===== src/jkv_pkg.sv =====
// Shared types, constants and helpers for the JSON key/value scanner.
// Used by jkv_window, jkv_value and json_key_value_scanner; no dependencies.
package jkv_pkg;

	localparam int MAX_FIELD_CHARS = 16;
	localparam int WIN_LEN = MAX_FIELD_CHARS + 3;
	localparam int LEN_W = 5;
	localparam int VALUE_W = 16;
	localparam int ACC_W = 20;

	localparam logic [7:0] CH_QUOTE = 8'h22;
	localparam logic [7:0] CH_COLON = 8'h3a;
	localparam logic [7:0] CH_SPACE = 8'h20;
	localparam logic [7:0] CH_TAB = 8'h09;
	localparam logic [7:0] CH_ZERO = 8'h30;
	localparam logic [7:0] CH_NINE = 8'h39;
	localparam logic [7:0] CH_T = 8'h74;
	localparam logic [7:0] CH_F = 8'h66;
	localparam logic [ACC_W-1:0] VALUE_MAX = ACC_W'(65535);

	// Configuration register indexes.
	localparam logic [1:0] REG_CHARS_LOW = 2'd0;
	localparam logic [1:0] REG_CHARS_HIGH = 2'd1;
	localparam logic [1:0] REG_FIELD_LEN = 2'd2;
	localparam logic [1:0] REG_VALUE_MODE = 2'd3;

	// Value modes.
	localparam logic MODE_UINT16 = 1'b0;
	localparam logic MODE_BOOL = 1'b1;

	// Input item kinds.
	localparam logic KIND_BYTE = 1'b0;
	localparam logic KIND_END = 1'b1;

	typedef struct packed {
		logic kind;
		logic [7:0] text_byte;
	} item_t;

	typedef struct packed {
		logic valid;
		logic found;
		logic [VALUE_W-1:0] parsed_value;
	} result_t;

	// Control from the phase logic to the key window.
	typedef struct packed {
		logic shift;
		logic clear;
	} win_ctl_t;

	// Character of "true" or "false" at a given position.
	function automatic logic [7:0] word_char(input logic is_true, input logic [2:0] idx);
		logic [7:0] c;
		c = 8'h00;
		if (is_true) begin
			case (idx)
				3'd0: c = 8'h74;
				3'd1: c = 8'h72;
				3'd2: c = 8'h75;
				3'd3: c = 8'h65;
				default: c = 8'h00;
			endcase
		end else begin
			case (idx)
				3'd0: c = 8'h66;
				3'd1: c = 8'h61;
				3'd2: c = 8'h6c;
				3'd3: c = 8'h73;
				3'd4: c = 8'h65;
				default: c = 8'h00;
			endcase
		end
		return c;
	endfunction

endpackage


===== src/json_key_value_scanner.sv =====
// Top level of the JSON key/value scanner: streaming ports, configuration
// registers, input and result registers. Depends on jkv_pkg, jkv_window, jkv_value.

// The scanner takes one body byte per cycle and gives one result per body.
// An item passes an input register, then the window compare and parse step,
// and the result lands in an output register. Input stalls while a result
// waits unaccepted in the output register and an item sits in the input
// register; otherwise s_tready stays high and the sustained rate is one byte
// per cycle. The key is matched against a 19-byte window of the most recent
// bytes, and configuration is read live.
module json_key_value_scanner import jkv_pkg::*; (
	input  logic                clk,
	input  logic                arst_n,
	input  logic                s_tvalid,
	output logic                s_tready,
	input  logic [7:0]          s_tdata,   // [7:0] text_byte
	input  logic                s_tuser,   // [0] kind
	output logic                m_tvalid,
	input  logic                m_tready,
	output logic [VALUE_W-1:0]  m_tdata,   // [15:0] parsed_value
	output logic                m_tuser,   // [0] found
	input  logic                wr_en,
	input  logic [1:0]          wr_index,
	input  logic [63:0]         wr_data
);

	logic [63:0] chars_low_q;
	logic [63:0] chars_high_q;
	logic [LEN_W-1:0] field_len_q;
	logic value_mode_q;

	logic s1_valid_s1;
	item_t s1_item_s1;
	logic out_valid_q;
	logic out_found_q;
	logic [VALUE_W-1:0] out_value_q;

	logic advance;
	logic step;
	logic key_hit;
	win_ctl_t win_ctl;
	result_t res;

	// Configuration register writes.
	always_ff @(posedge clk or negedge arst_n) begin
		if (!arst_n) begin
			chars_low_q <= '0;
			chars_high_q <= '0;
			field_len_q <= LEN_W'(1);
			value_mode_q <= MODE_UINT16;
		end else if (wr_en) begin
			unique case (wr_index)
				REG_CHARS_LOW: chars_low_q <= wr_data;
				REG_CHARS_HIGH: chars_high_q <= wr_data;
				REG_FIELD_LEN: field_len_q <= wr_data[LEN_W-1:0];
				REG_VALUE_MODE: value_mode_q <= wr_data[0];
				default: ;
			endcase
		end
	end

	// The input register moves on whenever the result register can take a result.
	assign advance = !out_valid_q || m_tready;
	assign step = s1_valid_s1 && advance;
	assign s_tready = !s1_valid_s1 || advance;

	// Input register.
	always_ff @(posedge clk or negedge arst_n) begin
		if (!arst_n) begin
			s1_valid_s1 <= 1'b0;
		end else if (s_tready) begin
			s1_valid_s1 <= s_tvalid;
		end
	end

	always_ff @(posedge clk) begin
		if (s_tready && s_tvalid) begin
			s1_item_s1.kind <= s_tuser;
			s1_item_s1.text_byte <= s_tdata;
		end
	end

	jkv_window u_window (
		.clk          (clk),
		.arst_n       (arst_n),
		.ctl          (win_ctl),
		.text_byte    (s1_item_s1.text_byte),
		.name_chars   ({chars_high_q, chars_low_q}),
		.field_length (field_len_q),
		.key_hit      (key_hit)
	);

	jkv_value u_value (
		.clk        (clk),
		.arst_n     (arst_n),
		.step       (step),
		.item       (s1_item_s1),
		.key_hit    (key_hit),
		.value_mode (value_mode_q),
		.win_ctl    (win_ctl),
		.res        (res)
	);

	// Result register.
	always_ff @(posedge clk or negedge arst_n) begin
		if (!arst_n) begin
			out_valid_q <= 1'b0;
		end else if (advance) begin
			out_valid_q <= step && res.valid;
		end
	end

	always_ff @(posedge clk) begin
		if (step && res.valid) begin
			out_found_q <= res.found;
			out_value_q <= res.parsed_value;
		end
	end

	assign m_tvalid = out_valid_q;
	assign m_tuser = out_found_q;
	assign m_tdata = out_value_q;

`ifndef SYNTHESIS
	// A failed request always reports a zero value.
	assert property (@(posedge clk) disable iff (!arst_n)
		m_tvalid && !m_tuser |-> m_tdata == '0)
		else $error("failed result carries a nonzero value");

	// A new result only appears after an item was taken from the input register.
	assert property (@(posedge clk) disable iff (!arst_n)
		$rose(m_tvalid) |-> $past(s1_valid_s1))
		else $error("result appeared with no item in the input register");

	// A waiting item in the input register is held while the output is blocked.
	assert property (@(posedge clk) disable iff (!arst_n)
		s1_valid_s1 && !advance |=> s1_valid_s1 && $stable(s1_item_s1))
		else $error("input register changed while stalled");

	// A successful boolean result is 0 or 1.
	assert property (@(posedge clk) disable iff (!arst_n)
		$rose(m_tvalid) && m_tuser && value_mode_q == MODE_BOOL |-> m_tdata <= VALUE_W'(1))
		else $error("boolean result out of range");
`endif

endmodule


===== src/jkv_window.sv =====
// Sliding window of recent body bytes and the key pattern compare.
// Depends on jkv_pkg.
module jkv_window import jkv_pkg::*; (
	input  logic                         clk,
	input  logic                         arst_n,
	input  win_ctl_t                     ctl,
	input  logic [7:0]                   text_byte,
	input  logic [MAX_FIELD_CHARS*8-1:0] name_chars,
	input  logic [LEN_W-1:0]             field_length,
	output logic                         key_hit
);

	logic [7:0] win_q [WIN_LEN];
	logic [7:0] next_win [WIN_LEN];

	// Window as it stands once the current byte has shifted in.
	always_comb begin
		for (int j = 0; j < WIN_LEN; j++) begin
			next_win[j] = (j == WIN_LEN - 1) ? text_byte : win_q[(j + 1) % WIN_LEN];
		end
	end

	// Compare the tail of the window with quote, name, quote, colon.
	always_comb begin
		int lenv;
		logic [7:0] want;
		lenv = int'(field_length);
		key_hit = (lenv <= MAX_FIELD_CHARS);
		for (int j = 0; j < WIN_LEN; j++) begin
			want = 8'h00;
			if (lenv <= MAX_FIELD_CHARS && j >= WIN_LEN - 3 - lenv) begin
				if (j == WIN_LEN - 3 - lenv || j == WIN_LEN - 2) begin
					want = CH_QUOTE;
				end else if (j == WIN_LEN - 1) begin
					want = CH_COLON;
				end else begin
					want = name_chars[(j - (WIN_LEN - 2) + lenv) * 8 +: 8];
				end
				if (next_win[j] != want) begin
					key_hit = 1'b0;
				end
			end
		end
	end

	// Shift while searching; clear at the end of a body.
	always_ff @(posedge clk or negedge arst_n) begin
		if (!arst_n) begin
			for (int j = 0; j < WIN_LEN; j++) begin
				win_q[j] <= 8'h00;
			end
		end else if (ctl.clear) begin
			for (int j = 0; j < WIN_LEN; j++) begin
				win_q[j] <= 8'h00;
			end
		end else if (ctl.shift) begin
			win_q <= next_win;
		end
	end

endmodule


===== src/jkv_value.sv =====
// Scan phase state machine: blank skipping, decimal and boolean parsing, results.
// Depends on jkv_pkg.
module jkv_value import jkv_pkg::*; (
	input  logic     clk,
	input  logic     arst_n,
	input  logic     step,
	input  item_t    item,
	input  logic     key_hit,
	input  logic     value_mode,
	output win_ctl_t win_ctl,
	output result_t  res
);

	typedef enum logic [4:0] {
		PH_SEARCH = 5'b00001,
		PH_BLANKS = 5'b00010,
		PH_DIGITS = 5'b00100,
		PH_WORD   = 5'b01000,
		PH_DONE   = 5'b10000
	} phase_t;

	phase_t phase_q, phase_d;
	logic [VALUE_W-1:0] acc_q, acc_d;
	logic [2:0] idx_q, idx_d;
	logic expect_true_q, expect_true_d;

	logic terminator;
	logic is_digit;
	logic [3:0] digit;
	logic [ACC_W-1:0] next_acc;
	logic [2:0] wlen;
	logic [2:0] idx_inc;

	assign terminator = (item.kind == KIND_END) || (item.text_byte == 8'h00);
	assign is_digit = (item.text_byte >= CH_ZERO) && (item.text_byte <= CH_NINE);
	assign digit = 4'(item.text_byte - CH_ZERO);
	assign next_acc = (ACC_W'(acc_q) << 3) + (ACC_W'(acc_q) << 1) + ACC_W'(digit);
	assign wlen = expect_true_q ? 3'd4 : 3'd5;
	assign idx_inc = idx_q + 3'd1;

	assign win_ctl.shift = step && !terminator && (phase_q == PH_SEARCH);
	assign win_ctl.clear = step && (item.kind == KIND_END);

	// Next state and result for the item in the input register.
	always_comb begin
		phase_d = phase_q;
		acc_d = acc_q;
		idx_d = idx_q;
		expect_true_d = expect_true_q;
		res = '0;
		if (terminator) begin
			if (phase_q != PH_DONE) begin
				res.valid = 1'b1;
				res.found = (phase_q == PH_DIGITS);
				res.parsed_value = (phase_q == PH_DIGITS) ? acc_q : '0;
			end
			if (item.kind == KIND_END) begin
				phase_d = PH_SEARCH;
				acc_d = '0;
				idx_d = '0;
				expect_true_d = 1'b0;
			end else begin
				phase_d = PH_DONE;
			end
		end else begin
			unique case (phase_q)
				PH_SEARCH: begin
					if (key_hit) begin
						phase_d = PH_BLANKS;
					end
				end
				PH_BLANKS: begin
					if (item.text_byte == CH_SPACE || item.text_byte == CH_TAB) begin
						phase_d = PH_BLANKS;
					end else if (value_mode == MODE_UINT16) begin
						if (is_digit) begin
							acc_d = VALUE_W'(digit);
							phase_d = PH_DIGITS;
						end else begin
							res.valid = 1'b1;
							phase_d = PH_DONE;
						end
					end else if (item.text_byte == CH_T || item.text_byte == CH_F) begin
						expect_true_d = (item.text_byte == CH_T);
						idx_d = 3'd1;
						phase_d = PH_WORD;
					end else begin
						res.valid = 1'b1;
						phase_d = PH_DONE;
					end
				end
				PH_DIGITS: begin
					if (!is_digit) begin
						res.valid = 1'b1;
						res.found = 1'b1;
						res.parsed_value = acc_q;
						phase_d = PH_DONE;
					end else if (next_acc > VALUE_MAX) begin
						res.valid = 1'b1;
						phase_d = PH_DONE;
					end else begin
						acc_d = next_acc[VALUE_W-1:0];
					end
				end
				PH_WORD: begin
					if (idx_q >= wlen || item.text_byte != word_char(expect_true_q, idx_q)) begin
						res.valid = 1'b1;
						phase_d = PH_DONE;
					end else if (idx_inc == wlen) begin
						res.valid = 1'b1;
						res.found = 1'b1;
						res.parsed_value = VALUE_W'(expect_true_q);
						idx_d = idx_inc;
						phase_d = PH_DONE;
					end else begin
						idx_d = idx_inc;
					end
				end
				PH_DONE: begin
					phase_d = PH_DONE;
				end
				default: begin
					phase_d = PH_SEARCH;
				end
			endcase
		end
	end

	// Phase and parse state advance only when an item is taken.
	always_ff @(posedge clk or negedge arst_n) begin
		if (!arst_n) begin
			phase_q <= PH_SEARCH;
			acc_q <= '0;
			idx_q <= '0;
			expect_true_q <= 1'b0;
		end else if (step) begin
			phase_q <= phase_d;
			acc_q <= acc_d;
			idx_q <= idx_d;
			expect_true_q <= expect_true_d;
		end
	end

endmodule

===== config.mk =====
export PLATFORM = sky130hd
export DESIGN_NAME = json_key_value_scanner
export DESIGN_NICKNAME = d
export VERILOG_FILES = /design/src/jkv_pkg.sv /design/src/json_key_value_scanner.sv /design/src/jkv_window.sv /design/src/jkv_value.sv
export SDC_FILE = /design/constraint.sdc
export NUM_CORES = 1
export LEC_CHECK = 0
export ABC_AREA = 1
export BUFFER_PORTS_ARGS = -buffer_cell sky130_fd_sc_hd__buf_4
export CAP_MARGIN = 10
export CORE_MARGIN = 5
export CORE_UTILIZATION = 30
export DETAILED_ROUTE_END_ITERATION = 6
export MAX_ROUTING_LAYER = met4
export PLACE_DENSITY = 0.55
export SLEW_MARGIN = 10
export SYNTH_ARGS = -nofsm -noshare
export SYNTH_HDL_FRONTEND = slang
export SYNTH_SLANG_ARGS = --single-unit

===== constraint.sdc =====
create_clock -name clk -period 4.08 [get_ports clk]
set_input_delay 0.612 -clock clk [delete_from_list [all_inputs] [get_ports clk]]
set_output_delay 0.612 -clock clk [all_outputs]
set_load 0.005 [all_outputs]

==> flow_summary.ini, run 1 <==
[route]
ant_nets = 0
routed_wl_um = 131000
dr.pass1.iters = 6
drc = 0
num_vias = 30800
wl_per_cell_um = 23.4
viasPerCell = 5.48
drt_iter0_markers = 3901

[timing]
hold_ws_ps = 88.7
tightest_slew_ps = 1030
fmax_ghz = 0.255
drv_slew = 0
hold_viol = 0
finalSetupViolations = 0
min_period_over_period_pct = 96.0
final.setup.tns_ps = 0
rsz0062_at_grt = no
fin_crit_ps = 3920
relSlewSlack_pct = 31.3
fin_worst_skew_ps = 27.5

[critical_path]
end_kind = flop
worstReg2RegStart = field_len_q[0]$_DFFE_PN1P_
reg2reg_depth = 21
crit_required_ps = 4580
worstSetupPathType = reg -> reg
path_common_cell = nand2_1
path_cells = buf_4, buf_16, nand2_1, nand2_1, nand2_1, nand2_1, nand2_1, nand3_1, nand3_1, nand3_1, nand2_1, nor2_1, nand4_1, nand2_1, nand2_1, nor2_1, nand3_1, o21bai_4, nand2_2, nand2_1, nand2_1
r2r_slack_ps = 160
cp_slowest_stage_delay_ps = 630
critPathMaxFanout = 89
slowest_stage = dfstp_4
startpoint_type = flop
arrival_ps = 4420
r2r-end = u_value.phase_q[2]$_DFFE_PN0P_

[layout]
fin_util_pct = 34.9
finalNonFillerCells = 5614
final_cell_mix = nand2_1 (1395), nand3_1 (1140), inv_1 (335)
layout.nets = 4544
multiInputGateArea_sq_um = 16300
ff_latch_area_sq_um = 8420
layout_commonest_cell = nand2_1
area_growth_syn_to_layout_pct = 15.5
drive_gt1_share_pct = 9.42
fillers = 9891

[placement]
gp_congestion = 1.04
numPortBuffers = 98
dp.cells = 5535
hpwlAfterDp_um = 102000

[clock_network]
cts_made_buffers = 43
clk_pin_slew_ps = 60
cts_tree = done
clock_latency_ps = 610
clock_sinks = 331
htreeDepth = 2
cts_buffer_depth = 3
ctsRootBufferMaster = clkbuf_16

[pwr]
intPower_mw = 9.16
peakVddDrop_mv = 0.335
power_switching_mw = 9.79
p_clk_share_pct = 21.2
power.share.sequential_pct = 23.1
pwr_density_cell_nw_per_um2 = 603
power_leakage_nw = 15.4
swShare_pct = 51.7
combinationalPowerShare_pct = 55.6

[synthesis]
async_flop_share_pct = 92.1
synth_warnings = 0
postSynthCellCount = 4341
syn_nets = 4480
ys_seq_elements = 331
avgSynthCellArea_sq_um = 6.26
synth_area_sq_um = 27200
synth_edf_count = 26
seq_area_frac_synth_pct = 31.0
ys.flop_type = dfrtp_1
ys_types = 55

[die]
die_w_um = 311
start_util_pct = 30.2
boundaryPins = 99
die_area_sq_um = 96700
num_rows = 110
core-area_sq_um = 90000
die_h_um = 311

[grt]
grt_use_total_pct = 26.8
grt_first_pass_wirelength_um = 192000
grt_pass1_vias = 28300
grt_max_degree = 237
antenna_found_initial = 3
gr-total-overflow = 0

[run_status]
outcome = completed

[min_path]
hold_path.class = in -> async

[job]
cap_violations = 0
[worst max-delay path, delay by kind of cell, from the launching register on]
family,cells,cell delay (ps)
AND/OR/NAND/NOR,18,2300
flip-flops,1,630
buffers and inverters,2,520
AO/OA/AOI/OAI,1,230
[logic make-up (layout without fill, tap and decap cells)]
logic type                 Yosys count  after routing  synth area share, %
AOI/OAI and AO/OA                  453            453                 9.06
and+or+nand+nor                   2855           2855                 46.2
other                                0              1                    0
buffers and inverters              602            698                 9.29
adders and majority gates           59             59                 2.77
DFF                                331            331                 31.0
xor gates and xnor gates            41             41                 1.75
[registers in the layout, summed over array words and instances (netlist names), 3 cells and up]
signal / flops
s1_item_s1: 9
u_value.acc_q: 16
m_tdata: 16
field_len_q: 5
u_value.idx_q: 3
u_window.next_win: 144
chars_high_q: 64
u_value.phase_q: 5
chars_low_q: 64
[power by group through the flow]
| stage | registers, mW | logic, mW | clock network [mW] |
|---|---|---|---|
| finish | 4.38 | 10.5 | 4.02 |
| global route | 4.43 | 11.3 | 4.23 |
| CTS | 4.37 | 10.3 | 4.11 |
| detailed placement | 4.43 | 10.3 | 0 |
| global placement | 4.43 | 10.3 | 0 |
| floorplan | 4.15 | 6.21 | 0 |
[cells in the mapped netlist, drive strengths merged (9+ instances only)]
| cell | count | area [sq um] |
|---|---|---|
| nor3 | 20 | 100 |
| o21ai | 333 | 1670 |
| nand4 | 70 | 438 |
| a21oi | 57 | 300 |
| inv | 349 | 1320 |
| clkbuf | 94 | 353 |
| edfxtp | 26 | 781 |
| dfrtp | 303 | 7580 |
| ha | 57 | 713 |
| o31ai | 23 | 173 |
| nand3 | 1148 | 5780 |
| nand3b | 9 | 67.6 |
| o211ai | 21 | 158 |
| buf | 152 | 831 |
| xor2 | 34 | 407 |
| nand2 | 1414 | 5370 |
| nor2 | 183 | 728 |
[stage by stage]
step	cell area [sq um]	total power [mW]	setup slack, ps
2_1_floorplan	27200	10.4	319
3_3_place_gp	29900	14.7	119
3_5_place_dp	29900	14.7	83.3
4_1_cts	31300	18.8	70.6
5_1_grt	31400	20.0	15.6
6_report	31400	18.9	161
[worst max path at each step]
stage          cells after the start                        from                              to  slack (ps)
2_1_floorplan                     28  field_len_q[0]$_DFFE_PN1P_  u_value.phase_q[3]$_DFFE_PN0P_         320
3_3_place_gp                      19  field_len_q[0]$_DFFE_PN1P_  u_value.phase_q[4]$_DFFE_PN0P_         120
3_5_place_dp                      19  field_len_q[0]$_DFFE_PN1P_  u_value.phase_q[2]$_DFFE_PN0P_          80
4_1_cts                           19  field_len_q[0]$_DFFE_PN1P_  u_value.phase_q[2]$_DFFE_PN0P_          70
5_1_grt                           22  field_len_q[2]$_DFFE_PN0P_  u_value.phase_q[2]$_DFFE_PN0P_          20
6_report                          21  field_len_q[0]$_DFFE_PN1P_  u_value.phase_q[2]$_DFFE_PN0P_         160
[final cells by class]
cell class | count | share of cell area (%)
clock inverter | 18 | 0.721
tap | 1176 | 4.69
multi-input combinational | 3408 | 52.1
timing repair buffer | 265 | 7.47
sequential | 331 | 26.8
clock buffer | 59 | 3.94
inverter | 356 | 4.30
antenna | 1 | 0.00797
[routing by layer]
layer	up-vias	GRT usage [%]	routed length, um
met1	14600	36.5	57600
li1	14600	-	-
met3	248	3.92	10100
met2	1391	40.5	57400
met5	-	-	0
met4	0	10.5	6330
[timing repair]
item | CTS | global route
hold buffers | 0 | 0
resized for setup | 0 | 11
endpoints found under the hold margin | 0 | 0
buffers inserted | 0 | 1
setup endpoints to repair | 0 | 24
Note: power is estimated with default switching activity, not from simulation.
==> inputs of run 2 (changes only) <==
==> constraint.sdc (replaced) <==
create_clock -name clk -period 4.08 [get_ports clk]
set_input_delay 0.204 -clock clk [delete_from_list [all_inputs] [get_ports clk]]
set_output_delay 0.204 -clock clk [all_outputs]
set_load 0.005 [all_outputs]
==> flow_summary.ini, run 2 (synthesis gave the netlist of run 1 again) <==
[critical_path]
crit_required_ps = 4640
critPathTopFamily = simple AND/OR/NAND/NOR gates
slowest_stage = dfstp_4
worstSetupPathType = reg -> reg
end_kind = flop
path_common_cell = nand2_1
critPathMaxFanout = 24
cp_slowest_stage_delay_ps = 710
startpoint_type = flop
path_cells = inv_6, ha_4, clkinv_2, buf_12, buf_4, nand2_1, nand2_1, o21ai_1, nand2_1, nand3_1, nand2_1, nand2_1, nand3_1, nor2_1, nand2_1, nand2_1, nand2_1, nor2_1, nand2_1, o21bai_4, buf_4, nand3_1, nand2_1
worst-path-buf-inv = 5
arrival_ps = 4470

[grt]
grt_first_pass_wirelength_um = 189000
gr-total-overflow = 0
antenna_found_initial = 0
grt_pass1_vias = 29000
grt_use_total_pct = 26.1
grt_max_degree = 99

[clock_network]
ctsRootBufferMaster = clkbuf_16
cts_tree = done
cts_made_buffers = 43
clk_pin_slew_ps = 60
clock_latency_ps = 620
clock_sinks = 331
cts_buffer_depth = 3
htreeDepth = 2

[route]
dr.pass1.iters = 7
routed_wl_um = 127000
drc = 1
drt_iter0_markers = 3503
viasPerCell = 5.45
wl_per_cell_um = 22.3
ant_nets = 0
num_vias = 31000

[job]
cap_violations = 0

[timing]
fin_worst_skew_ps = 29.0
drv_slew = 0
rsz0062_at_grt = yes
fmax_ghz = 0.255
hold_viol = 0
tightest_slew_ps = 941
fin_ws_ps = 164
relSlewSlack_pct = 37.3
finalSetupViolations = 0
min_period_over_period_pct = 96.0
hold_ws_ps = 52.6
fin_crit_ps = 3920

[die]
die_area_sq_um = 96700
num_rows = 110
core-area_sq_um = 90000
boundaryPins = 99
start_util_pct = 30.2
die_h_um = 311
die_w_um = 311

[placement]
hpwlAfterDp_um = 98800
gp_congestion = 1.06
dp.cells = 5529
numPortBuffers = 98
dp_slack_ps = 113
placed_cell_area_sq_um = 29800

[pwr]
power_leakage_nw = 15.6
combinationalPowerShare_pct = 56.4
swShare_pct = 51.7
pwr_density_cell_nw_per_um2 = 578
power.share.sequential_pct = 23.4
peakVddDrop_mv = 0.356
power_switching_mw = 9.61
p_clk_share_pct = 20.2
intPower_mw = 8.97
p_total_mw = 18.6

[layout]
ff_latch_area_sq_um = 8420
final_cell_mix = nand2_1 (1395), nand3_1 (1134), inv_1 (334)
finalNonFillerCells = 5689
layout_commonest_cell = nand2_1
diodes = 0
layout.nets = 4619
largest_register_ffs = 144
fin_area_sq_um = 32100
multiInputGateArea_sq_um = 16400
area_growth_syn_to_layout_pct = 18.2
drive_gt1_share_pct = 9.46
fillers = 9810

[min_path]
hold_path.class = in -> reg

[run_status]
outcome = finished with violations
violations = design-rule violations
-- run 2: changes by cell type in the layout (fill, tap and decap cells not counted), moves of 4 or more --
cell,delta
nand3_2,+6
nand3_1,-6
clkinvlp_4,+4
nor2_1,-4
buf_4,-5
dlygate4sd3_1,+80
-- run 2: path summary, 6_finish.rpt --
check / end / cells past startpoint / start / slack, ps
setup / recovery: u_value.phase_q[0]$_DFFE_PN1P_ / 23 / field_len_q[0]$_DFFE_PN1P_ / 160
hold / removal: chars_low_q[6]$_DFFE_PN0P_ / 3 / wr_data[6] / 50
setup reg to reg: u_value.phase_q[0]$_DFFE_PN1P_ / 23 / field_len_q[0]$_DFFE_PN1P_ / 160
hold reg to reg: u_value.phase_q[0]$_DFFE_PN1P_ / 2 / u_value.phase_q[0]$_DFFE_PN1P_ / 480
max in group asynchronous: u_window.next_win[70]$_DFFE_PN0P_ / 3 / arst_n / 2750
min in group asynchronous: chars_low_q[16]$_DFFE_PN0P_ / 2 / arst_n / 230
-- run 2: repair_timing --
item / 4_1_cts / 5_1_grt
endpoints found under the setup margin: 0 / 38
gates resized for setup: 0 / 30
hold endpoints to repair: 237 / 0
buffers inserted: 0 / 2
hold buffers: 80 / 0
-- run 2: metal layers --
layer  vias up  global-route usage [%]  share of wire [%]
met5         -                       -                  0
met4         0                    12.3                5.8
met3       250                    4.31                8.1
met2      1355                    39.9                 44
met1     14600                    34.0                 42
li1      14700                       -                  -
-- run 2: power groups by stage --
stage / Clock [mW] / Combinational [mW] / Sequential (mW)
2_1_floorplan: 0 / 6.21 / 4.15
3_3_place_gp: 0 / 10.1 / 4.43
3_5_place_dp: 0 / 10.1 / 4.42
4_1_cts: 3.86 / 10.2 / 4.34
5_1_grt: 3.96 / 11.3 / 4.39
6_report: 3.76 / 10.5 / 4.35
-- run 2: worst reg2reg max path, stage by stage (launching register included) --
cell and delay (ps):
dfstp_4 710, inv_6 60, ha_4 290, clkinv_2 100, buf_12 180, buf_4 240, nand2_1 80, nand2_1 60
o21ai_1 460, nand2_1 140, nand3_1 100, nand2_1 50, nand2_1 120, nand3_1 120, nor2_1 120, nand2_1 60
nand2_1 90, nand2_1 60, nor2_1 140, nand2_1 130, o21bai_4 240, buf_4 160, nand3_1 60, nand2_1 80
-- run 2: final cells by class --
cell class,instances,share of cell area [%]
Timing Repair Buffer,340,9.65
Sequential cell,331,26.2
Tap cell,1176,4.58
Clock inverter,20,0.600
Multi-Input combinational cell,3408,51.0
Inverter,356,4.21
Clock buffer,58,3.71
-- run 2: through the flow --
stage	setup TNS, ps	util [%]
CTS	0	35.6
detailed placement	0	33.1
finish	0	35.7
global route	-92.2	35.7
global placement	0	33.1
floorplan	0	-
